==> src/hw/rtl/ilac_pkg.sv <==
// ----------------------------------------------------------------------------
// ilac_pkg
// Shared types, widths and constants of the IMU lever-arm correction unit.
// ----------------------------------------------------------------------------
package ilac_pkg;

    // field and register widths
    localparam int REG_W    = 54;
    localparam int ENTRY_W  = 18;
    localparam int SAMPLE_W = 24;

    // rotated sums at Q.32 and rounded body rate
    localparam int PROD_W  = ENTRY_W + SAMPLE_W;   // 42
    localparam int AF_W    = 43;                   // three-term sum, bounded
    localparam int WR_W    = AF_W - 16;            // 27, rounded body rate

    // w x arm at Q.32 and its rounded form
    localparam int VF_W    = WR_W + ENTRY_W;       // 45
    localparam int VR_W    = VF_W - 16;            // 29

    // w x v at Q.32
    localparam int CF_W    = WR_W + VR_W;          // 56

    // acceleration minus centripetal term, then rounded
    localparam int DF_W    = CF_W + 1;             // 57
    localparam int RN_W    = DF_W - 16;            // 41

    // register index codes
    localparam logic [1:0] REG_ROT_X = 2'd0;
    localparam logic [1:0] REG_ROT_Y = 2'd1;
    localparam logic [1:0] REG_ROT_Z = 2'd2;
    localparam logic [1:0] REG_ARM   = 2'd3;

    // register reset values: identity rows, zero arm
    localparam logic [REG_W-1:0] ROT_X_RST = 54'h00_0000_0001_0000;
    localparam logic [REG_W-1:0] ROT_Y_RST = 54'h00_0004_0000_0000;
    localparam logic [REG_W-1:0] ROT_Z_RST = 54'h10_0000_0000_0000;
    localparam logic [REG_W-1:0] ARM_RST   = 54'h00_0000_0000_0000;

    // output clamp limits
    localparam logic signed [SAMPLE_W-1:0] OUT_MAX = 24'sh7FFFFF;
    localparam logic signed [SAMPLE_W-1:0] OUT_MIN = 24'sh800000;

    typedef logic signed [ENTRY_W-1:0]  t_entry;
    typedef logic signed [SAMPLE_W-1:0] t_sample;
    typedef logic signed [PROD_W-1:0]   t_prod;
    typedef logic signed [AF_W-1:0]     t_afull;
    typedef logic signed [WR_W-1:0]     t_wrate;
    typedef logic signed [VF_W-1:0]     t_vfull;
    typedef logic signed [VR_W-1:0]     t_vrnd;
    typedef logic signed [CF_W-1:0]     t_cfull;
    typedef logic signed [DF_W-1:0]     t_diff;
    typedef logic signed [RN_W-1:0]     t_rnd;

    typedef t_sample t_sample_vec [3];
    typedef t_afull  t_afull_vec  [3];
    typedef t_wrate  t_wrate_vec  [3];
    typedef t_cfull  t_cfull_vec  [3];

    // one signed Q1.16 entry out of a packed row
    function automatic t_entry get_entry(input logic [REG_W-1:0] row, input int k);
        return t_entry'(row[ENTRY_W*k +: ENTRY_W]);
    endfunction

endpackage

==> src/hw/rtl/ilac_arm_lane.sv <==
// ----------------------------------------------------------------------------
// ilac_arm_lane
// One component of w x arm, rounded to Q.16.
// ----------------------------------------------------------------------------
module ilac_arm_lane (
    input  logic              i_clk,
    input  ilac_pkg::t_wrate  i_w1,
    input  ilac_pkg::t_wrate  i_w2,
    input  ilac_pkg::t_entry  i_b1,
    input  ilac_pkg::t_entry  i_b2,
    output ilac_pkg::t_vrnd   o_v
);
    import ilac_pkg::*;

    t_vfull r_p1;
    t_vfull r_p2;
    t_vfull n_vf;

    // cross product terms
    always_ff @(posedge i_clk) begin
        r_p1 <= i_w1 * i_b2;
        r_p2 <= i_w2 * i_b1;
    end

    // difference with rounding offset
    always_comb begin
        n_vf = r_p1 - r_p2 + t_vfull'(1 << 15);
    end

    always_ff @(posedge i_clk) begin
        o_v <= t_vrnd'(n_vf[VF_W-1:16]);
    end

endmodule

==> config.mk <==
export PLATFORM = sky130hd
export DESIGN_NAME = ilac_arm_lane
export DESIGN_NICKNAME = d
export VERILOG_FILES = /design/src/hw/rtl/ilac_pkg.sv /design/src/hw/rtl/ilac_arm_lane.sv
export SDC_FILE = /design/constraint.sdc
export NUM_CORES = 2
export LEC_CHECK = 0
export ABC_AREA = 1
export BUFFER_PORTS_ARGS = -buffer_cell sky130_fd_sc_hd__buf_2
export CAP_MARGIN = 20
export CORE_MARGIN = 3
export CORE_UTILIZATION = 35
export CTS_CLUSTER_DIAMETER = 120
export DETAILED_ROUTE_END_ITERATION = 6
export PLACE_DENSITY = 0.54
export SLEW_MARGIN = 20
export SYNTH_ARGS = -nofsm -noshare
export SYNTH_HDL_FRONTEND = slang
export SYNTH_SLANG_ARGS = --single-unit
==> constraint.sdc <==
create_clock -name i_clk -period 6.02 [get_ports i_clk]
set_clock_uncertainty 0.1 [all_clocks]
set_input_delay 0.301 -clock i_clk [delete_from_list [all_inputs] [get_ports i_clk]]
set_output_delay 0.301 -clock i_clk [all_outputs]
set_load 0.02 [all_outputs]
* After elaboration in Yosys (flattened, before gate mapping)
Index checks and enable logic that the tools add are counted.
** Word-level totals
- Logic and storage cells :: 7
- Flip-flop bits (word level) :: 119
** Cells by class
- Add/sub/neg operators :: 2
- Multipliers :: 2
** Operators with widths (count)
- multiplier 27 x 18 -> 45 bit :: 2
- adder 45 x 17 -> 45 bit (second input constant) :: 1
- subtractor 45 bit :: 1

* Depth between registers and ports, before layout
- Word-level depth :: 2
- Depth in mapped cells :: 29
- Gate-level depth less buffers :: 27

* Worst setup path before layout
No wires, ideal clock.
- Kind :: input to register
- From :: in i_w1[26]
- To :: reg r_p1[41]
- Arrival time :: 5.452 ns
- Cell stages on the path :: 22
- Setup time :: 0.113 ns
- Required time :: 5.807 ns
- Buffers on the path :: 2
- Setup slack :: 0.355 ns
- Cell sequence :: clkbuf_1 clkbuf_1 nand2_1 inv_1 fa_1 fa_1 ha_1 inv_1 fa_1 inv_1 fa_1 inv_1 fa_1 inv_1 ha_1 nand2_1 nor2_1 nand2_1 nor2_1 o2111ai_1 nand4_1 nand2_1
** On the way
- Cells in the longest elaborated chain, start to end :: 1
** Ends and longest elaborated chain
- start: declaration :: RTL line ilac_arm_lane.sv:7 : input ilac_pkg::t_wrate i_w1,
- multiplier 27 x 18 -> 45 bit :: RTL line ilac_arm_lane.sv:21 : r_p1 <= i_w1 * i_b2;
- end signal: assignment :: RTL line ilac_arm_lane.sv:21
- end: declaration :: RTL line ilac_arm_lane.sv:15 : t_vfull r_p1;
Every way passes these cells.

* Worst setup path after layout
- From :: in i_b1[3]
- To :: reg r_p2[26]
** On the way
- Cells in the longest elaborated chain, start to end :: 1
** Ends and longest elaborated chain
- start: declaration :: RTL line ilac_arm_lane.sv:9 : input ilac_pkg::t_entry i_b1,
- multiplier 27 x 18 -> 45 bit :: RTL line ilac_arm_lane.sv:22 : r_p2 <= i_w2 * i_b1;
- end signal: assignment :: RTL line ilac_arm_lane.sv:22
- end: declaration :: RTL line ilac_arm_lane.sv:16 : t_vfull r_p2;
Every way passes these cells.

==> flow_summary_export.csv <==
group,metric,value,unit
floorplan,die_y,358,um
sta,setup_ws,0.335,ns
min_path,whs_path_depth,4,
setup_path,required,6.24,ns
setup_path,timing.rr.start,"r_p2[10]",
global_routing,grtUsageTotal,19.7,%
setup_path,cp-startpoint,"i_b1[3]",
min_path,hold_end,"r_p1[0]",
logic_synthesis,synth-edff-count,0,
place,place_ws,-0.141,ns
logic_synthesis,yosysWarnings,0,
sta,finalCritPeriodShare,94.4,%
clocking,cts_hold_buf,0,
logic_synthesis,yosysSeqAreaShare,5.51,%
sta,drv_slew,0,
min_path,worst_hold_path_type,"in2reg",
routing,viasPerCell,4.54,
place,gp_congestion,0.914,
setup_path,critPathArrivalTime,5.91,ns
routing,drt_first_pass_iters,5,
clocking,htreeDepth,4,
clocking,cts_setup_buffers,0,
logic_synthesis,synth.most_common_cell,"inv_1",
sta,slew_headroom,51.9,%
layout,fillerInstances,13000,
logic_synthesis,synth_top_area_share,43.8,%
logic_synthesis,syn_avg_cell_area,7.35,um^2
setup_path,r2r_end,"o_v[12]",
logic_synthesis,synth_area_leader_cell,"fa_1",
clocking,cts_resized,0,
clocking,clkLatencyLatePin,0.46,ns
sta,tightest_slew,0.718,ns
routing,drtIter0Drc,1854,
routing,wl,121,mm
sta,fin_crit,5.68,ns
place,io_buffers,119,
floorplan,io_pins,120,
clocking,cts_buffers,17,
layout,drive_gt1_share,6.31,%
layout,final_area,0.0473,mm^2
floorplan,start_util,35.4,%
global_routing,antenna_found_initial,0,
place,dpl_cell_area,0.0467,mm^2
logic_synthesis,synth_common_cells,"inv_1, nand2_1, fa_1",
sta,hold_viol_final,0,
floorplan,rows,128,
min_path,worstHoldStart,"i_w1[0]",
routing,drtAntennaViolNets,0,
sta,rsz0062_at_grt,"no",
sta,finalSetupViolCount,0,
routing,via_count,34700,
global_routing,grt_pass1_vias,36900,
layout,final_nets,7349,
logic_synthesis,synth-seq-cells,119,
setup_path,r2r_cells,12,
setup_path,path_class,"in2reg",
logic_synthesis,async_reset_ff_share,0,%
floorplan,dieArea,0.128,mm^2
clocking,cts_buffer_depth,2,
setup_path,r2r_setup_slack,3.23,ns
setup_path,path_max_fanout,19,
clocking,cts-root-buf,"clkbuf_16",
routing,wl_per_cell,15.9,um
global_routing,grt_max_degree,29,
logic_synthesis,syn_nets,7232,
logic_synthesis,synth_ff_type,"dfxtp_1",
global_routing,grt_pass1_wl,198,mm
clocking,path_clk_slew,0.06,ns
logic_synthesis,netlist_instances,5888,
layout,area_growth,9.34,%
logic_synthesis,synth_cell_types,36,
setup_path,end_kind,"flip-flop",
logic_synthesis,syn_area,0.0433,mm^2
clocking,cts_tree,"yes",
logic_synthesis,synthTopCellsByArea,"fa_1, inv_1, nand2_1",
run_status,status,"complete, no violations",
setup_path,cp-start-kind,"primary input",
job,cap_violations,0,
floorplan,die_x,358,um
global_routing,grt_overflow,0,
place,place.detailed.hpwl,108,mm
floorplan,coreArea,0.122,mm^2
routing,drc,0,
sta,fmax,176,MHz
clocking,cts.sink_count,119,
cells in the final DEF (no fill, tap or decap), drive strengths merged, types with 8 or more instances in the layout:
cell type,count
a21oi,134
buf,312
clkbuf,18
clkinv,8
dfxtp,119
fa,946
ha,307
inv,1844
nand2,1677
nand3,120
nand4,34
nor2,275
nor3,16
o21ai,74
o21bai,20
or2,15
xnor2,21
xor2,48
cell families after synthesis:
group                      share of synthesized area [%]
xor gates and xnor gates                            1.40
AOI/OAI and AO/OA                                   3.20
DFF                                                 5.51
buffers and inverters                               17.8
and+or+nand+nor                                     19.4
adders and majority gates                           52.7
cell type report:
cell class / instances / area (um^2) / share of cell area (%)
Multi-Input combinational cell: 3713 / 33200 / 70.1
Inverter: 1842 / 6910 / 14.6
Sequential cell: 119 / 2380 / 5.04
Timing Repair Buffer: 312 / 2220 / 4.69
Tap cell: 1625 / 2030 / 4.30
Clock buffer: 18 / 439 / 0.929
Clock inverter: 14 / 148 / 0.312
Antenna cell: 1 / 2.50 / 0.00529
state kept, by name, summed over array words and instances (netlist names):
name and count:
o_v 29, r_p2 45, r_p1 45
routing by layer:
layer	part of all wire, %	wire length, um	global-route usage, %	vias to the layer above
li1	-	-	-	16700
met1	45	54400	26.8	17100
met2	49	58900	33.8	746
met3	4.1	4960	1.68	153
met4	2.5	3030	5.23	0
met5	0	0	0	-
worst max-delay path, cell delays in order:
cell,delay [ns]
buf_2,0.40
nand2_1,0.15
fa_1,0.54
fa_1,0.48
fa_1,0.54
inv_1,0.06
fa_1,0.51
fa_1,0.50
inv_1,0.05
fa_1,0.48
inv_1,0.04
ha_1,0.36
nand2_1,0.12
buf_4,0.14
nor2_1,0.27
nand2_1,0.16
nor2_1,0.20
nand2_1,0.08
nand3_1,0.17
xor2_1,0.34
how the worst max path moves through the flow:
stage                           to  slack, ns  cells past startpoint
after floorplan           r_p1[41]       0.36                     22
after global placement    r_p2[26]      -0.23                     20
after detailed placement  r_p2[26]      -0.14                     20
after CTS                 r_p2[26]       0.34                     20
after global routing      r_p2[44]       0.04                     23
final                     r_p2[26]       0.34                     20
stage by stage:
step                utilization, %  std cells  setup TNS [ns]  hold slack [ns]
detailed placement            38.2       7611          -0.806            0.616
finish                        38.7       7644               0            0.224
global placement              38.2       7611          -0.937            0.619
global route                  38.7       7643               0            0.220
CTS                           38.7       7643               0            0.192
floorplan                        -       5888               0            0.413
Power is not shown: default switching activity piles up to over one toggle a cycle in this logic, so the estimate is an artifact.
