==> src/hw/rtl/ilac_pkg.sv <==
// ----------------------------------------------------------------------------
// ilac_pkg
// Shared types, widths and constants of the IMU lever-arm correction unit.
// ----------------------------------------------------------------------------
package ilac_pkg;

    // field and register widths
    localparam int REG_W    = 54;
    localparam int ENTRY_W  = 18;
    localparam int SAMPLE_W = 24;

    // rotated sums at Q.32 and rounded body rate
    localparam int PROD_W  = ENTRY_W + SAMPLE_W;   // 42
    localparam int AF_W    = 43;                   // three-term sum, bounded
    localparam int WR_W    = AF_W - 16;            // 27, rounded body rate

    // w x arm at Q.32 and its rounded form
    localparam int VF_W    = WR_W + ENTRY_W;       // 45
    localparam int VR_W    = VF_W - 16;            // 29

    // w x v at Q.32
    localparam int CF_W    = WR_W + VR_W;          // 56

    // acceleration minus centripetal term, then rounded
    localparam int DF_W    = CF_W + 1;             // 57
    localparam int RN_W    = DF_W - 16;            // 41

    // register index codes
    localparam logic [1:0] REG_ROT_X = 2'd0;
    localparam logic [1:0] REG_ROT_Y = 2'd1;
    localparam logic [1:0] REG_ROT_Z = 2'd2;
    localparam logic [1:0] REG_ARM   = 2'd3;

    // register reset values: identity rows, zero arm
    localparam logic [REG_W-1:0] ROT_X_RST = 54'h00_0000_0001_0000;
    localparam logic [REG_W-1:0] ROT_Y_RST = 54'h00_0004_0000_0000;
    localparam logic [REG_W-1:0] ROT_Z_RST = 54'h10_0000_0000_0000;
    localparam logic [REG_W-1:0] ARM_RST   = 54'h00_0000_0000_0000;

    // output clamp limits
    localparam logic signed [SAMPLE_W-1:0] OUT_MAX = 24'sh7FFFFF;
    localparam logic signed [SAMPLE_W-1:0] OUT_MIN = 24'sh800000;

    typedef logic signed [ENTRY_W-1:0]  t_entry;
    typedef logic signed [SAMPLE_W-1:0] t_sample;
    typedef logic signed [PROD_W-1:0]   t_prod;
    typedef logic signed [AF_W-1:0]     t_afull;
    typedef logic signed [WR_W-1:0]     t_wrate;
    typedef logic signed [VF_W-1:0]     t_vfull;
    typedef logic signed [VR_W-1:0]     t_vrnd;
    typedef logic signed [CF_W-1:0]     t_cfull;
    typedef logic signed [DF_W-1:0]     t_diff;
    typedef logic signed [RN_W-1:0]     t_rnd;

    typedef t_sample t_sample_vec [3];
    typedef t_afull  t_afull_vec  [3];
    typedef t_wrate  t_wrate_vec  [3];
    typedef t_cfull  t_cfull_vec  [3];

    // one signed Q1.16 entry out of a packed row
    function automatic t_entry get_entry(input logic [REG_W-1:0] row, input int k);
        return t_entry'(row[ENTRY_W*k +: ENTRY_W]);
    endfunction

endpackage

==> src/hw/rtl/ilac_cent_lane.sv <==
// ----------------------------------------------------------------------------
// ilac_cent_lane
// One component of the centripetal term w x v at Q.32.
// ----------------------------------------------------------------------------
module ilac_cent_lane (
    input  logic              i_clk,
    input  ilac_pkg::t_wrate  i_w1,
    input  ilac_pkg::t_wrate  i_w2,
    input  ilac_pkg::t_vrnd   i_v1,
    input  ilac_pkg::t_vrnd   i_v2,
    output ilac_pkg::t_cfull  o_c
);
    import ilac_pkg::*;

    t_cfull r_p1;
    t_cfull r_p2;

    // cross product terms
    always_ff @(posedge i_clk) begin
        r_p1 <= i_w1 * i_v2;
        r_p2 <= i_w2 * i_v1;
    end

    // difference, bounded to the full width
    always_ff @(posedge i_clk) begin
        o_c <= r_p1 - r_p2;
    end

endmodule

==> config.mk <==
export PLATFORM = sky130hd
export DESIGN_NAME = ilac_cent_lane
export DESIGN_NICKNAME = d
export VERILOG_FILES = /design/src/hw/rtl/ilac_pkg.sv /design/src/hw/rtl/ilac_cent_lane.sv
export SDC_FILE = /design/constraint.sdc
export NUM_CORES = 2
export LEC_CHECK = 0
export BUFFER_PORTS_ARGS = -buffer_cell sky130_fd_sc_hd__buf_2
export CAP_MARGIN = 20
export CORE_MARGIN = 2
export CORE_UTILIZATION = 40
export DETAILED_ROUTE_END_ITERATION = 16
export PLACE_DENSITY = 0.53
export SYNTH_ARGS = -nofsm -noshare
export SYNTH_HDL_FRONTEND = slang
export SYNTH_SLANG_ARGS = --single-unit
==> constraint.sdc <==
create_clock -name i_clk -period 11.3 [get_ports i_clk]
set_clock_uncertainty 0.1 [all_clocks]
set_input_delay 1.695 -clock i_clk [delete_from_list [all_inputs] [get_ports i_clk]]
set_output_delay 1.695 -clock i_clk [all_outputs]
set_load 0.01 [all_outputs]
## Word level (Yosys, flattened, before mapping)

Cells that the tools add are included.

- Add/subtract/negate cells: 1
- Multipliers: 2

Operators by type and width:

| operator | count |
|---|---|
| multiplier 27 x 29 -> 56 bit | 2 |
| subtractor 56 bit | 1 |

- Register bits: 168
- Input bits: 113
- Output and inout port bits: 56

## Depth between registers and ports, before layout

- Depth after elaboration: 1
- Mapped depth: 29
- Gate-level depth less buffers: 26

## Worst setup path after synthesis

OpenSTA, ideal clock, no wires.

- Kind: input -> register
- Start: in i_w1[6]
- End: reg r_p1[54]
- Setup time: 0.072 ns
- Arrival: 8.455 ns
- Data required time: 11.128 ns
- Path slack: 2.673 ns
- Stages on the path: 27
- Buffers on the path: 3
- Cells stage by stage: clkbuf_1 > clkbuf_1 > nand2_1 > fa_1 > inv_1 > fa_1 > inv_1 > fa_1 > inv_1 > fa_1 > fa_1 > fa_1 > inv_1 > fa_1 > inv_1 > ha_1 > clkbuf_1 > and4_1 > a21oi_1 > o21ai_0 > a21o_1 > a21oi_1 > nor2_1 > a31oi_1 > o21ai_1 > o41ai_1 > xnor2_1

- Word-level cells in the longest chain between the ends: 1

RTL lines:

| element | line | text |
|---|---|---|
| start, declared | ilac_cent_lane.sv:7 | `input ilac_pkg::t_wrate i_w1,` |
| multiplier 27 x 29 -> 56 bit | ilac_cent_lane.sv:20 | `r_p1 <= i_w1 * i_v2;` |
| end signal, assigned | ilac_cent_lane.sv:20 |  |
| end, declared | ilac_cent_lane.sv:15 | `t_cfull r_p1;` |

Every way passes these cells.

## Final worst setup path

- Start: in i_w2[18]
- End: reg r_p2[53]

- Word-level cells in the longest chain between the ends: 1

RTL lines:

| element | line | text |
|---|---|---|
| start, declared | ilac_cent_lane.sv:8 | `input ilac_pkg::t_wrate i_w2,` |
| multiplier 27 x 29 -> 56 bit | ilac_cent_lane.sv:21 | `r_p2 <= i_w2 * i_v1;` |
| end signal, assigned | ilac_cent_lane.sv:21 |  |
| end, declared | ilac_cent_lane.sv:16 | `t_cfull r_p2;` |

Every way passes these cells.

==> run summary <==
The run finished with clean final reports. The number of antenna violations at the first check in global routing is 10. The register cell area after layout came out at 3360 µm². The worst register-to-register path begins at r_p2[9]. The routability congestion estimate from global placement came out at 0.859. Counting flops with a built-in enable in the synthesized netlist gives 0.

Setup repair after global routing left no endpoint under its margin. The total standard cell area after synthesis is 62600 µm². The maximum count of clock buffers along a single path is 3. Setup violations remaining at the end of the flow were counted as 0. The number of global-route vias before repair came out at 48745. Clock-pin slew was measured on the worst setup and hold paths at 0.07 ns. The per-instance average area after synthesis is 9.15 µm². STA classifies the critical path endpoint as a flip-flop. The global-route usage over all layers came out at 21.7%.

The kind of critical path is in -> reg. After synthesis, the share of flip-flops with an asynchronous set or reset is 0%. The TritonCTS clock tree is yes. After legalization and detailed placement, the total HPWL measured 134000 µm.

The floorplan step set the die width to 400 µm. Counting I/O delays and the setup requirement, the final critical path takes 8.96 ns. sky130_fd_sc_hd__fa_1 takes more of the synthesized area than any other cell. After detailed routing, the total wire length is 165000 µm. The share of the synthesized area in the top cell type came out at 51.9%.

The tool flagged a number of max-cap violations equal to 0. Along the worst hold path, the cell count comes to 2. The tightest hold path in the finished design has a slack of 0.420 ns. The setup fix buffers added after clock tree synthesis is 0. In this run the count of I/O pins placed on the die edge is 169. The multi-input combinational cell area came out at 51200 µm². CTS placed an instance of sky130_fd_sc_hd__clkbuf_16 at the clock tree root. The max-slew violation count is 0. The pin count of the biggest net entering global routing is 30. The maximum fanout along the worst path came out at 29.

The overflow left after global routing is 0. In this run the tool buffered the top-level ports with 168 buffer cells. The worst hold path begins at r_p2[0]. The average routed wire per standard cell is 18.8 µm. STA classifies the critical path startpoint as an input pin.

In this run, the number of DRC markers left after iteration 0 of detailed routing was 2113. The hold buffer count at cts came out at 0. Timing would allow up to 112 MHz. The layout has 15431 filler cells.

The slew at the pin with the worst max-slew slack is 0.946 ns. The critical path arrival came out at 9.23 ns. The endpoint identified for the worst register-to-register timing path is o_c[41].

The CTS sink count came out at 168. The final routed DRC violation total is 0. The tightest min-delay check is of the reg -> reg type. Gates resized during post-CTS repair numbered 0. The H-tree was split into 4 levels. The number of failing hold endpoints at the final stage is 0. The register-to-register setup slack is 7.34 ns.

The first-pass detailed-route iteration total came out at 5. The net count of the finished layout is 8820. For hold timing, the worst endpoint is o_c[0]. The length in cells of the worst reg-to-reg path came out at 12. The critical path starts at i_w2[18]. Once detail routing completed, the nets flagged for antenna violations numbered 0. The critical path data required time came out at 11.57 ns. The clock reaches the later pin of the worst-skew pair after 0.49 ns. The layout cell share with drive strength beyond 1 is 3.56%. Sorting the synthesized cells by area gives the leading types as sky130_fd_sc_hd__fa_1 52%, sky130_fd_sc_hd__inv_1 11%, sky130_fd_sc_hd__ha_1 7.6%. The synthesized net count came out at 8952. Leaving out fill and tap cells, the most frequent cells in the layout are 1811 x sky130_fd_sc_hd__inv_1, 1623 x sky130_fd_sc_hd__fa_1, 913 x sky130_fd_sc_hd__nand2_1. The number of clock buffers added by TritonCTS is 25. The post-synthesis register bit count is 168. The first-pass GRT wire length came out at 267000 µm. The area of the die is 160000 µm².

The netlist uses 81 different library cells. The number of vias after detailed routing came out at 43527. Once the floorplan was initialized, standard cells occupied 40.2% of the core. The die height is 400 µm. The post-route setup TNS is 0 ns. Yosys printed 0 warnings. The fraction of the cycle the final worst path needs came out at 79.3%. The number of rows created at floorplan is 145. For this run, the leading register cell type out of synthesis is sky130_fd_sc_hd__dfxtp_1.

The cell count after synthesis came out at 6837. From synthesis to final layout, the design area changed by 4.70%. The headroom to the max-slew limit came out at 36.9%. The placeable core area came out at 156000 µm². In the routed layout, each cell is associated on average with a via count of 4.96. The share of the yosys chip area belonging to registers is 5.37%. The library cell used most frequently in the layout, excluding fill and tap cells, is sky130_fd_sc_hd__inv_1.
-- layer usage --
metal	GRT usage, %	vias up	part of all wire, %
met5	0	-	0.017
met4	8.57	4	4.7
met3	2.26	264	4.2
met2	38.3	980	51
met1	27.3	22904	40
li1	-	19375	-
-- cell usage after synthesis (all sizes together), types with 7 or more instances --
| master | number |
|---|---|
| o21ai | 75 |
| a21boi | 8 |
| a221oi | 7 |
| nand2b | 22 |
| fa | 1623 |
| nor2b | 14 |
| and3 | 16 |
| xnor2 | 121 |
| and2 | 676 |
| nor2 | 124 |
| a21o | 112 |
| and4 | 10 |
| o31ai | 9 |
| clkbuf | 320 |
| a21oi | 127 |
| a31oi | 19 |
| nand3 | 33 |
| a211oi | 10 |
| nand4 | 17 |
| o21bai | 24 |
| ha | 379 |
| xor2 | 46 |
| nand2 | 913 |
| o211ai | 7 |
| buf | 11 |
| o21a | 26 |
| inv | 1811 |
| a31o | 8 |
| dfxtp | 168 |
| nor3 | 22 |
-- critical path, stage by stage --
cell and delay [ns]:
sky130_fd_sc_hd__buf_2 0.66, sky130_fd_sc_hd__nand2_1 0.20, sky130_fd_sc_hd__fa_1 0.59, sky130_fd_sc_hd__inv_1 0.05, sky130_fd_sc_hd__fa_1 0.49, sky130_fd_sc_hd__inv_1 0.05
sky130_fd_sc_hd__fa_1 0.52, sky130_fd_sc_hd__inv_1 0.05, sky130_fd_sc_hd__fa_1 0.49, sky130_fd_sc_hd__fa_1 0.42, sky130_fd_sc_hd__fa_1 0.49, sky130_fd_sc_hd__inv_1 0.05
sky130_fd_sc_hd__fa_1 0.47, sky130_fd_sc_hd__inv_1 0.04, sky130_fd_sc_hd__ha_1 0.34, sky130_fd_sc_hd__and2_1 0.22, sky130_fd_sc_hd__a21oi_1 0.20, sky130_fd_sc_hd__o21ai_1 0.10
sky130_fd_sc_hd__o21bai_1 0.20, sky130_fd_sc_hd__a221oi_2 0.53, sky130_fd_sc_hd__a21boi_0 0.25, sky130_fd_sc_hd__o21a_1 0.27, sky130_fd_sc_hd__o41ai_1 0.51, sky130_fd_sc_hd__nand3b_1 0.15
sky130_fd_sc_hd__xor2_1 0.16
-- area by class of cell --
type                    count  area share [%]
inverters                1812            10.4
repair buffers            172            1.33
flip-flops and latches    168            5.13
multi-input cells        4526            78.1
clock inverters             4           0.113
clock buffers              29            1.01
well taps                2058            3.93
diodes                      5          0.0191
-- worst max-delay path by stage --
stage,endpoint,slack (ns),cells after the start
finish,r_p2[53],2.34,25
global route,r_p1[54],1.74,25
CTS,r_p2[53],2.35,25
detailed placement,r_p2[53],1.84,25
global placement,r_p2[51],1.95,25
floorplan,r_p1[54],2.67,27
-- registers in the layout (all words and copies together) (netlist names) --
name	cells
o_c	56
r_p1	56
r_p2	56
-- through the flow --
step / setup WS (ns) / instances / instance area, µm² / utilization, %
after global placement: 1.95 / 8736 / 64800 / 41.6
after global routing: 1.74 / 8771 / 65500 / 42.0
final: 2.34 / 8774 / 65500 / 42.0
after floorplan: 2.67 / 6837 / 62600 / -
after CTS: 2.35 / 8769 / 65500 / 42.0
after detailed placement: 1.84 / 8736 / 64800 / 41.6
-- cells by family after synthesis --
kind of cell | Yosys count | share of synthesized area [%]
compound gates | 486 | 5.39
buf+inv | 2143 | 12.9
fa+ha+maj | 2002 | 59.5
flops | 168 | 5.37
xor+xnor | 167 | 2.34
simple gates | 1871 | 14.5
Power is not shown: default switching activity piles up to over one toggle a cycle in this logic, so the estimate is an artifact.
