**src/hw/rtl/ilac_pkg.sv**
```systemverilog
// ----------------------------------------------------------------------------
// ilac_pkg
// Shared types, widths and constants of the IMU lever-arm correction unit.
// ----------------------------------------------------------------------------
package ilac_pkg;

    // field and register widths
    localparam int REG_W    = 54;
    localparam int ENTRY_W  = 18;
    localparam int SAMPLE_W = 24;

    // rotated sums at Q.32 and rounded body rate
    localparam int PROD_W  = ENTRY_W + SAMPLE_W;   // 42
    localparam int AF_W    = 43;                   // three-term sum, bounded
    localparam int WR_W    = AF_W - 16;            // 27, rounded body rate

    // w x arm at Q.32 and its rounded form
    localparam int VF_W    = WR_W + ENTRY_W;       // 45
    localparam int VR_W    = VF_W - 16;            // 29

    // w x v at Q.32
    localparam int CF_W    = WR_W + VR_W;          // 56

    // acceleration minus centripetal term, then rounded
    localparam int DF_W    = CF_W + 1;             // 57
    localparam int RN_W    = DF_W - 16;            // 41

    // register index codes
    localparam logic [1:0] REG_ROT_X = 2'd0;
    localparam logic [1:0] REG_ROT_Y = 2'd1;
    localparam logic [1:0] REG_ROT_Z = 2'd2;
    localparam logic [1:0] REG_ARM   = 2'd3;

    // register reset values: identity rows, zero arm
    localparam logic [REG_W-1:0] ROT_X_RST = 54'h00_0000_0001_0000;
    localparam logic [REG_W-1:0] ROT_Y_RST = 54'h00_0004_0000_0000;
    localparam logic [REG_W-1:0] ROT_Z_RST = 54'h10_0000_0000_0000;
    localparam logic [REG_W-1:0] ARM_RST   = 54'h00_0000_0000_0000;

    // output clamp limits
    localparam logic signed [SAMPLE_W-1:0] OUT_MAX = 24'sh7FFFFF;
    localparam logic signed [SAMPLE_W-1:0] OUT_MIN = 24'sh800000;

    typedef logic signed [ENTRY_W-1:0]  t_entry;
    typedef logic signed [SAMPLE_W-1:0] t_sample;
    typedef logic signed [PROD_W-1:0]   t_prod;
    typedef logic signed [AF_W-1:0]     t_afull;
    typedef logic signed [WR_W-1:0]     t_wrate;
    typedef logic signed [VF_W-1:0]     t_vfull;
    typedef logic signed [VR_W-1:0]     t_vrnd;
    typedef logic signed [CF_W-1:0]     t_cfull;
    typedef logic signed [DF_W-1:0]     t_diff;
    typedef logic signed [RN_W-1:0]     t_rnd;

    typedef t_sample t_sample_vec [3];
    typedef t_afull  t_afull_vec  [3];
    typedef t_wrate  t_wrate_vec  [3];
    typedef t_cfull  t_cfull_vec  [3];

    // one signed Q1.16 entry out of a packed row
    function automatic t_entry get_entry(input logic [REG_W-1:0] row, input int k);
        return t_entry'(row[ENTRY_W*k +: ENTRY_W]);
    endfunction

endpackage

```
**src/hw/rtl/ilac_merge.sv**
```systemverilog
// ----------------------------------------------------------------------------
// ilac_merge
// Combines the lanes: subtracts the centripetal term, rounds, saturates and
// registers the result with its strobe and the clip flag.
// ----------------------------------------------------------------------------
module ilac_merge (
    input  logic                  i_clk,
    input  logic                  i_rst_n,
    input  logic                  i_valid,
    input  ilac_pkg::t_afull_vec  i_a,
    input  ilac_pkg::t_cfull_vec  i_c,
    input  ilac_pkg::t_wrate_vec  i_w,
    output ilac_pkg::t_sample_vec o_acc,
    output ilac_pkg::t_sample_vec o_rate,
    output logic                  o_clipped,
    output logic                  o_valid
);
    import ilac_pkg::*;

    t_rnd    n_r   [3];
    t_sample n_acc [3];
    t_sample n_rate[3];
    logic    n_clip;

    // corrected acceleration and rate, clamped to 24 bits
    always_comb begin
        n_clip = 1'b0;
        for (int i = 0; i < 3; i++) begin
            t_diff d;
            d      = t_diff'(i_a[i]) - t_diff'(i_c[i]) + t_diff'(1 << 15);
            n_r[i] = t_rnd'(d[DF_W-1:16]);
            if (n_r[i] > OUT_MAX) begin
                n_acc[i] = OUT_MAX;
                n_clip   = 1'b1;
            end else if (n_r[i] < OUT_MIN) begin
                n_acc[i] = OUT_MIN;
                n_clip   = 1'b1;
            end else begin
                n_acc[i] = n_r[i][SAMPLE_W-1:0];
            end
            if (i_w[i] > OUT_MAX) begin
                n_rate[i] = OUT_MAX;
                n_clip    = 1'b1;
            end else if (i_w[i] < OUT_MIN) begin
                n_rate[i] = OUT_MIN;
                n_clip    = 1'b1;
            end else begin
                n_rate[i] = i_w[i][SAMPLE_W-1:0];
            end
        end
    end

    // output payload
    always_ff @(posedge i_clk) begin
        o_acc     <= n_acc;
        o_rate    <= n_rate;
        o_clipped <= n_clip;
    end

    // result strobe
    always_ff @(posedge i_clk) begin
        if (!i_rst_n) begin
            o_valid <= 1'b0;
        end else begin
            o_valid <= i_valid;
        end
    end

endmodule

```
**config.mk**
```make
export PLATFORM = sky130hd
export DESIGN_NAME = ilac_merge
export DESIGN_NICKNAME = d
export VERILOG_FILES = /design/src/hw/rtl/ilac_pkg.sv /design/src/hw/rtl/ilac_merge.sv
export SDC_FILE = /design/constraint.sdc
export NUM_CORES = 1
export LEC_CHECK = 0
export ABC_AREA = 0
export BUFFER_PORTS_ARGS = -buffer_cell sky130_fd_sc_hd__buf_2
export CAP_MARGIN = 20
export CORE_ASPECT_RATIO = 2
export CORE_MARGIN = 3
export CORE_UTILIZATION = 35
export CTS_CLUSTER_DIAMETER = 60
export DETAILED_ROUTE_END_ITERATION = 10
export GPL_TIMING_DRIVEN = 0
export SLEW_MARGIN = 40
export SYNTH_ARGS = -nofsm -noshare
export SYNTH_HDL_FRONTEND = slang
export SYNTH_SLANG_ARGS = --single-unit
export TNS_END_PERCENT = 100
```
**constraint.sdc**
```tcl
create_clock -name i_clk -period 5.14 [get_ports i_clk]
set_input_delay 0.514 -clock i_clk [delete_from_list [all_inputs] [get_ports i_clk]]
set_output_delay 0.514 -clock i_clk [all_outputs]
set_load 0.1 [all_outputs]
```
; ---- After elaboration in Yosys (flattened, before gate mapping)
; Cells that the tools add are included.
[op_classes]
add_sub_neg = 6
mux = 7
magnitude_cmp = 12
reduce_logical = 1
[ops]
columns = cell, count
row1 = adder 57 x 17 -> 57 bit (second input constant), 3
row2 = subtractor 43 x 56 -> 57 bit, 3
row3 = two-way mux 24 bit, 6
row4 = greater-than comparator 41 x 24 -> 1 bit (second input constant), 3
row5 = < comparator 41 x 24 -> 1 bit (second input constant), 3
row6 = greater-than comparator 27 x 24 -> 1 bit (second input constant), 3
row7 = < comparator 27 x 24 -> 1 bit (second input constant), 3
row8 = OR reduction 11 bit, 1
row9 = two-way mux 1 bit, 1
[word_totals]
word_cells = 34
ff_bits = 146
output_inout_bits = 146

; ---- Longest topological paths before layout
; Gate-level depths: netlist of the first run.
[logic_depth]
depth_word = 4
ltp_mapped = 18

; ---- Least setup slack after synthesis of the first run
; OpenSTA, ideal clock, no wires.
[synth_timing]
path_kind = input to register
from = input port i_c[126] in the netlist's numbering
to = register o_acc[66] in the netlist's numbering
stages = 16
setup_ns = 0.067
t_arrival_ns = 3.944
t_required_ns = 5.073
path_slack_ns = 1.129
cell_sequence = inv_1 -> ha_1 -> ha_1 -> a21oi_1 -> o211a_1 -> a22oi_1 -> or3_4 -> o21a_4 -> o311ai_1 -> o211ai_1 -> or4_4 -> nor4_4 -> nand4_4 -> and2_4 -> buf_8 -> o21ai_2
[synth_via]
elab_chain_cells = 4
word_cells_on_any_way = 5
classes_between = 2 x add/sub / 2 x order compare / 1 x mux
[synth_rtl]
columns = item, line
row1 = start: declaration, ilac_merge.sv:11  ; input ilac_pkg::t_cfull_vec i_c,
row2 = subtractor 43 x 56 -> 57 bit *, ilac_merge.sv:30  ; d = t_diff'(i_a[i]) - t_diff'(i_c[i]) + t_diff'(1 << 15);
row3 = adder 57 x 17 -> 57 bit *, ilac_merge.sv:30
row4 = < comparator 41 x 24 -> 1 bit, ilac_merge.sv:35  ; end else if (n_r[i] < OUT_MIN) begin
row5 = two-way mux 24 bit, ilac_merge.sv:35
row6 = end signal: assignment, ilac_merge.sv:55  ; o_acc <= n_acc;
row7 = end: declaration, ilac_merge.sv:13  ; output ilac_pkg::t_sample_vec o_acc,
; Mark *: on every way between the ends. The rest lies on a longest branch, timed or not.
; A chain may end at the register's enable or synchronous reset.

; ---- Worst setup path in the final report of the first run
[layout_timing]
from = input port i_a[91] in the netlist's numbering
to = register o_acc[56] in the netlist's numbering
[layout_via]
elab_chain_cells = 4
word_cells_on_any_way = 5
classes_between = 2 x add/sub / 2 x order compare / 1 x mux
[layout_rtl]
columns = item, line
row1 = start: declaration, ilac_merge.sv:10  ; input ilac_pkg::t_afull_vec i_a,
row2 = subtractor 43 x 56 -> 57 bit *, ilac_merge.sv:30
row3 = adder 57 x 17 -> 57 bit *, ilac_merge.sv:30
row4 = < comparator 41 x 24 -> 1 bit, ilac_merge.sv:35
row5 = two-way mux 24 bit, ilac_merge.sv:35
; Marked as above.

==> results of run 1 <==
[path summary, 6_finish.rpt]
check / end / slack (ns) / cells after the start
worst max-delay path: o_acc[56] / 0.14 / 17
worst min-delay path: o_rate[10] / 0.26 / 3
[logic make-up (layout without fill, tap and decap cells)]
group | Yosys count | count (layout) | synth area share [%]
AOI/OAI and AO/OA | 689 | 689 | 26.9
adders and majority gates | 327 | 327 | 24.4
xor gates and xnor gates | 103 | 103 | 5.38
muxes | 6 | 6 | 0.373
DFF | 146 | 146 | 17.4
buffers and inverters | 300 | 857 | 6.92
and+or+nand+nor | 637 | 637 | 18.6
[layout make-up]
| class | count | area share [%] |
|---|---|---|
| Timing Repair Buffer | 526 | 12.7 |
| Sequential cell | 146 | 14.0 |
| Clock buffer | 20 | 2.15 |
| Buffer | 90 | 1.79 |
| Multi-Input combinational cell | 1762 | 61.1 |
| Tap cell | 627 | 3.77 |
| Inverter | 210 | 3.79 |
| Clock inverter | 11 | 0.728 |
[repair_timing]
item,4_1_cts,5_1_grt
hold buffers,0,0
gates resized for setup,0,2
setup endpoints to repair,0,5
[power groups by stage]
stage               logic, mW  registers, mW  clock network [mW]
floorplan                1.63           2.88                   0
global placement         4.05           1.45                   0
detailed placement       4.07           1.45                   0
CTS                      4.09           1.43                1.36
global route             4.37           1.43                1.40
finish                   4.09           1.42                1.32
[layer usage]
layer | up-vias | GRT usage (%)
met5 | - | 0
met4 | 2 | 12.2
met3 | 149 | 3.45
met2 | 697 | 52.7
met1 | 8405 | 21.4
li1 | 9049 | -
[worst max-delay path: stages]
cell and delay (ns):
buf_2 0.10, ha_1 0.29, ha_1 0.33, a211oi_1 0.24
nor2_1 0.08, a311oi_1 0.52, a21oi_1 0.20, o31ai_1 0.76
o31ai_2 0.29, a21oi_1 0.23, xor2_1 0.35, o2111a_1 0.26
nand4b_1 0.36, nand2b_1 0.18, buf_2 0.24, buf_4 0.25
o21ai_0 0.13
[cells in the mapped netlist (18+ instances only)]
cell type / number / area share (%)
a211oi_1: 24 / 1.1
a21o_1: 113 / 5.1
a21oi_1: 185 / 5.5
clkbuf_1: 68 / 1.5
dfxtp_1: 146 / 17
ha_1: 327 / 24
inv_1: 210 / 4.7
nand2_1: 219 / 4.9
nand2b_1: 18 / 0.67
nand3_1: 43 / 1.3
nand4_1: 67 / 2.5
nor2_1: 139 / 3.1
nor3_1: 40 / 1.2
o21a_1: 55 / 2.5
o21ai_0: 138 / 4.1
o21bai_1: 24 / 1.1
or3_1: 18 / 0.67
xnor2_1: 60 / 3.1
xor2_1: 43 / 2.2
[through the flow]
step | power (mW) | setup TNS (ns) | hold slack [ns]
2_1_floorplan | 4.51 | 0 | 0.604
3_3_place_gp | 5.49 | -18.41 | 0.710
3_5_place_dp | 5.52 | -6.80 | 0.714
4_1_cts | 6.87 | 0 | 0.234
5_1_grt | 7.20 | 0 | 0.251
6_report | 6.83 | 0 | 0.261
[placed cells by master, fill, tap and decap left out, types with 16 or more instances in the layout]
cell / instances
ha_1: 327
a21oi_1: 185
o211ai_1: 16
o21ai_0: 137
a21o_1: 113
xor2_1: 43
o21a_1: 55
clkbuf_16: 17
nand2_1: 219
inv_1: 210
a211oi_1: 23
o21bai_1: 24
nor2_1: 139
or3_1: 18
nand4_1: 67
xnor2_1: 60
buf_2: 542
nand3_1: 43
nand2b_1: 18
dfxtp_1: 146
nor3_1: 40
clkbuf_1: 70
[state kept, by name (all words and copies together) (netlist names)]
name,count
o_valid,1
o_acc,72
o_clipped,1
o_rate,72
==> impl_metrics.csv, run 1 <==
group,metric,value,unit
pwr,pwr_density_cell,328,mW/mm²
route,num_vias,18302,
finish,layout.cells.non_filler,3392,
synthesis,ys_warn_count,0,
route,highest_layer,"met5",
finish,nFillCells,4936,
critical_path,critical_path.startpoint,"i_a[91]",
timing,max_slew_margin,39.8,%
synthesis,syn-mean-instance-area,7.60,µm²
pwr,switching_share,53.7,%
finish,final_area,0.0208,mm²
critical_path,crit_arrival,5.31,ns
floorplan,die-area,0.0508,mm²
floorplan,chipWidth,161,µm
pwr,clock_power_share,19.3,%
timing,fin_crit,5.00,ns
critical_path,path_max_fanout,10,
global_route,antenna_found_initial,1,
timing,fmax,0.200,GHz
floorplan,start_util,35.6,%
pwr,comb_power_share,59.9,%
critical_path,setup.worst_path.end_class,"flop",
global_route,grt_start_max_net_pins,17,
clocking,cts.sinks,146,
placement,place_area,0.0202,mm²
synthesis,synth_ff_type,"dfxtp_1",
route,route.met3.wl,3090,µm
global_route,grt_pass1_wl,98300,µm
clocking,numCtsBuffers,17,
global_route,grt_use_total,24.6,%
synthesis,yosysUniqueCellTypes,92,
finish,diodes,0,
finish,seq_area,0.00292,mm²
placement,hpwl,57600,µm
finish,area.growth.synth_to_final,24.0,%
synthesis,syn-num-nets,2916,
critical_path,path_class,"in -> reg",
synthesis,netlist_instances,2208,
critical_path,required,5.45,ns
synthesis,synth_area,0.0168,mm²
synthesis,synth_seq_cells,146,
timing,tightest_slew,0.896,ns
clocking,htree_levels,4,
route,drt_iter0_markers,826,
finish,drive_above_1_share,22.7,%
timing,drv_slew,0,
pwr,intPower,3.17,mW
pwr,pwr-share-seq,20.8,%
route,dr_wl_met2,37300,µm
placement,port_buffers,526,
status,status,"finished clean",
placement,dp.cells,3361,
flow_run,drv_cap,0,
floorplan,core.rowCount,112,
global_route,overflow,0,
floorplan,die_y,316,µm
clocking,path_clk_slew,0.07,ns
route,via_per_inst,5.40,
hold_path,min_path_type,"in -> reg",
route,wl_met1,21700,µm
clocking,cts_setup_buffers,0,
route,drc,0,
pwr,vdd_drop_max,0.299,mV
timing,rsz0062_at_grt,"false",
finish,multi_input_area,0.0127,mm²
timing,setup_ws,0.143,ns
synthesis,synth_edf_count,0,
route,wl,65400,µm
critical_path,start_kind,"primary input",
clocking,clock_path_buffers,2,
finish,nets,3461,
floorplan,io_pins,527,
global_route,grt_pass1_vias,18722,
timing,setup_viol,0,
timing,hold_violations,0,
route,drtAntennaViolNets,0,
placement,post-place-ws,-0.301,ns
synthesis,yosysSeqAreaShare,17.4,%
hold_path,hp-start,"i_w[10]",
pwr,cellLeakagePower,10.8,nW
finish,final_core_util,44.2,%
route,wl_per_cell,19.3,µm
placement,gp_congestion,0.959,
timing,finalCritPeriodShare,97.2,%
route,drtPass1Iterations,5,
synthesis,async_flop_share,0,%
floorplan,core,0.0471,mm²
clocking,cts_tree,"done",
pwr,p_sw,3.67,mW
clocking,clockRootBuffer,"clkbuf_16",
Power figures use the tool's default switching activity.
==> run 2, diff against run 1 <==
CELL_PAD_IN_SITES_DETAIL_PLACEMENT = 0   (was default)
CELL_PAD_IN_SITES_GLOBAL_PLACEMENT = 1   (was default)
PLACE_DENSITY_LB_ADDON = 0.1   (was default)
==> run 2 against run 1 <==
  * Sequential power about the same
  * Non-clock buffer count unchanged
  * Total power hardly changed
  * Die area unchanged
  * Via count decreased by 0.35%
  * Global-route usage is 1.3 points higher
  * Critical endpoint is now o_acc[57]
  * Worst setup slack improved by 0.070 ns
  * Final area rose by 0.31%
  * Wire length rose by 4.2%
  * Combinational power up 1%
  * Critical path depth unchanged
  * Sequential share of layout area about the same
==> impl_metrics.csv, run 2 (synthesis results as in run 1) <==
group,metric,value,unit
route,via_per_inst,5.36,
timing,setup_ws,0.213,ns
timing,max_slew_margin,45.2,%
timing,setup_viol,0,
pwr,cellLeakagePower,10.8,nW
timing,whs,0.235,ns
finish,reg_top3,"o_acc (72), o_rate (72)",
global_route,grt_start_max_net_pins,19,
finish,final_cell_mix,"buf_2 (542), ha_1 (327), nand2_1 (219)",
critical_path,path_class,"in -> reg",
flow_run,drv_cap,0,
timing,tns,0,ns
clocking,cts_tree,"done",
floorplan,core,0.0471,mm²
timing,finalCritPeriodShare,95.9,%
clocking,htree_levels,4,
route,drtAntennaViolNets,0,
global_route,grt_pass1_wl,103000,µm
floorplan,die-area,0.0508,mm²
critical_path,setup.worst_path.end_class,"flop",
placement,hpwl,59800,µm
critical_path,start_kind,"primary input",
finish,drive_above_1_share,22.9,%
placement,post-place-ws,-0.404,ns
finish,nets,3461,
clocking,path_clk_slew,0.08,ns
timing,fmax,0.203,GHz
timing,tightest_slew,0.812,ns
placement,port_buffers,526,
finish,area.growth.synth_to_final,24.4,%
global_route,antenna_found_initial,22,
pwr,vdd_drop_max,0.288,mV
finish,layout.cells.non_filler,3403,
pwr,pwr_density_cell,327,mW/mm²
clocking,cts.sinks,146,
global_route,overflow,0,
floorplan,io_pins,527,
floorplan,start_util,35.6,%
timing,drv_slew,0,
route,drc,0,
timing,hold_violations,0,
finish,layout_commonest_cell,"buf_2",
hold_path,min_path_type,"in -> reg",
critical_path,crit_arrival,5.26,ns
pwr,total_power,6.83,mW
status,status,"finished clean",
floorplan,core.rowCount,112,
route,wl,68100,µm
critical_path,path_max_fanout,10,
placement,gp_congestion,0.922,
critical_path,cp_cell_sequence,"buf_2, ha_1, ha_1, a211oi_1, nor2_1, a311oi_1, a22oi_1, a21oi_2, o21ai_2, a21boi_0, nor3b_1, o2111a_1, nand4b_1, nand2b_1, buf_2, buf_4, o21ai_0",
clocking,clockRootBuffer,"clkbuf_16",
floorplan,die_y,316,µm
global_route,grt_pass1_vias,18832,
critical_path,cpMaxStageDelayCell,"a21oi_2",
clocking,cts_setup_buffers,0,
timing,fin_crit,4.93,ns
route,drtPass1Iterations,5,
critical_path,required,5.48,ns
floorplan,chipWidth,161,µm
clocking,numCtsBuffers,17,
route,drt_iter0_markers,768,
placement,dp.cells,3361,
critical_path,slowest_delay,0.53,ns
route,wl_per_cell,20.0,µm
route,num_vias,18238,
global_route,grt_use_total,25.9,%
clocking,clock_path_buffers,2,
==> run 2: cell types whose count changed in the layout (fill, tap and decap cells not counted), sizes merged <==
| cell | delta |
|---|---|
| clkinv | +3 |
| diode | +10 |
| bufinv | -3 |
| inv | +4 |
| clkbuf | -3 |
==> run 2: what timing repair did <==
item | CTS | global route
gates resized for setup | 0 | 5
hold buffers | 0 | 0
setup endpoints to repair | 0 | 16
==> run 2: final cells by class <==
type / instances / area (µm²)
Fill cell: 5012 / 26200
Multi-Input combinational cell: 1762 / 12700
Sequential cell: 146 / 2920
Timing Repair Buffer: 526 / 2630
Inverter: 210 / 788
Tap cell: 627 / 785
Clock buffer: 17 / 425
Buffer: 90 / 373
Clock inverter: 15 / 185
Antenna cell: 10 / 25.0
==> run 2: layer usage <==
metal	part of all wire [%]	vias up	wire (µm)	GRT usage [%]
met5	0.22	-	152	0
li1	-	9073	-	-
met1	33	8358	22400	23.1
met4	4.2	20	2870	10.4
met3	5.9	155	3990	5.70
met2	57	632	38700	54.4
==> run 2: worst max-delay path: cells and delay by family <==
kind	cells	cell delay, ns
simple gates	4	0.93
buf+inv	3	0.64
compound gates	8	2.56
fa+ha+maj	2	0.63
==> run 2: final timing paths <==
path	endpoint	cells after the start	slack [ns]	start
worst max-delay path	o_acc[57]	17	0.21	i_a[91]
worst min-delay path	o_rate[26]	2	0.24	i_w[29]
==> run 2: power breakdown <==
part / leakage (nW) / internal, mW / switching, mW
clock: 0.293 / 0.661 / 0.653
sequential: 1.23 / 1.33 / 0.0583
combinational: 9.31 / 1.05 / 3.08
==> run 2: metrics by stage <==
step	utilization, %	area, µm²
3_5_place_dp	42.9	20200
2_1_floorplan	-	16800
3_3_place_gp	42.9	20200
6_report	44.3	20900
5_1_grt	44.3	20900
4_1_cts	44.2	20800
==> run 3, diff against run 2 <==
clock period = 5.9 ns   (was 5.14 ns; I/O delays follow)
==> run 3 against run 2 <==
  * Worst setup slack improved by 0.42 ns
  * Critical path type unchanged
  * Total power fell by 13%
  * Wire length is essentially flat
  * Largest cell class unchanged
==> impl_metrics.csv, run 3 (synthesis results as in run 1) <==
group,metric,value,unit
route,wl_met1,22400,µm
route,drtPass1Iterations,5,
floorplan,chipWidth,161,µm
floorplan,core.rowCount,112,
timing,rsz0062_at_grt,"false",
pwr,cellLeakagePower,10.8,nW
pwr,vdd_drop_max,0.251,mV
floorplan,start_util,35.6,%
clocking,cts-resized-gates,0,
floorplan,die_y,316,µm
floorplan,io_pins,527,
route,num_vias,18253,
timing,drv_slew,0,
critical_path,path_class,"in -> reg",
status,status,"finished clean",
route,wl,68100,µm
finish,reg_top3,"o_acc (72), o_rate (72)",
timing,fmax,0.190,GHz
placement,post-place-ws,0.280,ns
route,dr_wl_met2,38600,µm
hold_path,min_path_type,"in -> reg",
timing,fin_crit,5.27,ns
clocking,cts_tree,"done",
critical_path,path_max_fanout,10,
placement,port_buffers,526,
floorplan,die-area,0.0508,mm²
timing,tightest_slew,0.984,ns
route,drtAntennaViolNets,0,
critical_path,setup.worst_path.end_class,"flop",
critical_path,start_kind,"primary input",
route,via_per_inst,5.36,
clocking,clockRootBuffer,"clkbuf_16",
pwr,pwr_density_cell,285,mW/mm²
finish,area.growth.synth_to_final,24.2,%
flow_run,drv_cap,0,
critical_path,crit_arrival,5.60,ns
clocking,ctsHoldBuffers,0,
finish,drive_above_1_share,22.7,%
timing,setup_ws,0.633,ns
timing,max_slew_margin,34.4,%
global_route,overflow,0,
critical_path,required,6.24,ns
global_route,grt_pass1_vias,18832,
clocking,path_clk_slew,0.08,ns
global_route,grt_start_max_net_pins,19,
clocking,cts.sinks,146,
timing,setup_viol,0,
clocking,numCtsBuffers,17,
global_route,antenna_found_initial,22,
placement,hpwl,59800,µm
route,drc,0,
route,highest_layer,"met5",
clocking,clock_path_buffers,2,
finish,nets,3461,
finish,final_cell_mix,"buf_2 (542), ha_1 (327), nand2_1 (219)",
timing,tns,0,ns
placement,gp_congestion,0.922,
timing,finalCritPeriodShare,89.3,%
global_route,grt_pass1_wl,103000,µm
global_route,grt_use_total,25.9,%
route,drt_iter0_markers,787,
route,wl_per_cell,20.0,µm
timing,whs,0.314,ns
route,route.met3.wl,4040,µm
timing,hold_violations,0,
floorplan,core,0.0471,mm²
finish,layout_commonest_cell,"buf_2",
clocking,htree_levels,4,
clocking,cts_setup_buffers,0,
==> run 3: final timing paths <==
check | slack (ns) | depth (start not counted) | from | endpoint
worst max-delay path | 0.63 | 17 | i_a[91] | o_acc[57]
worst min-delay path | 0.31 | 2 | i_w[29] | o_rate[26]
==> run 3: metal layers <==
| metal | vias up | track usage (%) |
|---|---|---|
| met5 | - | 0 |
| met4 | 20 | 10.4 |
| met3 | 165 | 5.70 |
| met2 | 649 | 54.4 |
| met1 | 8344 | 23.1 |
| li1 | 9075 | - |
==> run 3: worst max-delay path, cell delays in order <==
cell and delay [ns]:
buf_2 0.10, ha_1 0.30, ha_1 0.33, a211oi_1 0.27, nor2_1 0.08, a311oi_1 0.48
a22oi_1 0.23, a21oi_1 0.80, o21ai_2 0.23, a21boi_0 0.46, nor3b_1 0.35, o2111a_1 0.24
nand4b_1 0.32, nand2b_1 0.18, buf_2 0.26, buf_4 0.26, o21ai_0 0.12
==> run 3: cell type report <==
cell class	count	area, µm²
sequential	146	2920
clock inverter	15	185
buffer	90	373
timing repair buffer	526	2630
inverter	210	788
multi-input combinational	1762	12700
fill	5013	26200
tap	627	785
clock buffer	17	425
antenna	10	25.0
==> run 3: through the flow <==
step | cell area, µm² | utilization, % | power [mW] | cells
after floorplan | 16800 | - | 3.93 | 2208
after global placement | 20200 | 42.9 | 4.82 | 3361
after detailed placement | 20200 | 42.9 | 4.82 | 3361
after CTS | 20800 | 44.2 | 6.00 | 3393
after global routing | 20800 | 44.2 | 6.29 | 3395
final | 20800 | 44.3 | 5.95 | 3403
==> run 3: where the power goes <==
part / total [mW] / switching, mW / internal [mW]
logic: 3.59 / 2.68 / 0.911
clock network: 1.15 / 0.570 / 0.576
registers: 1.21 / 0.0510 / 1.16
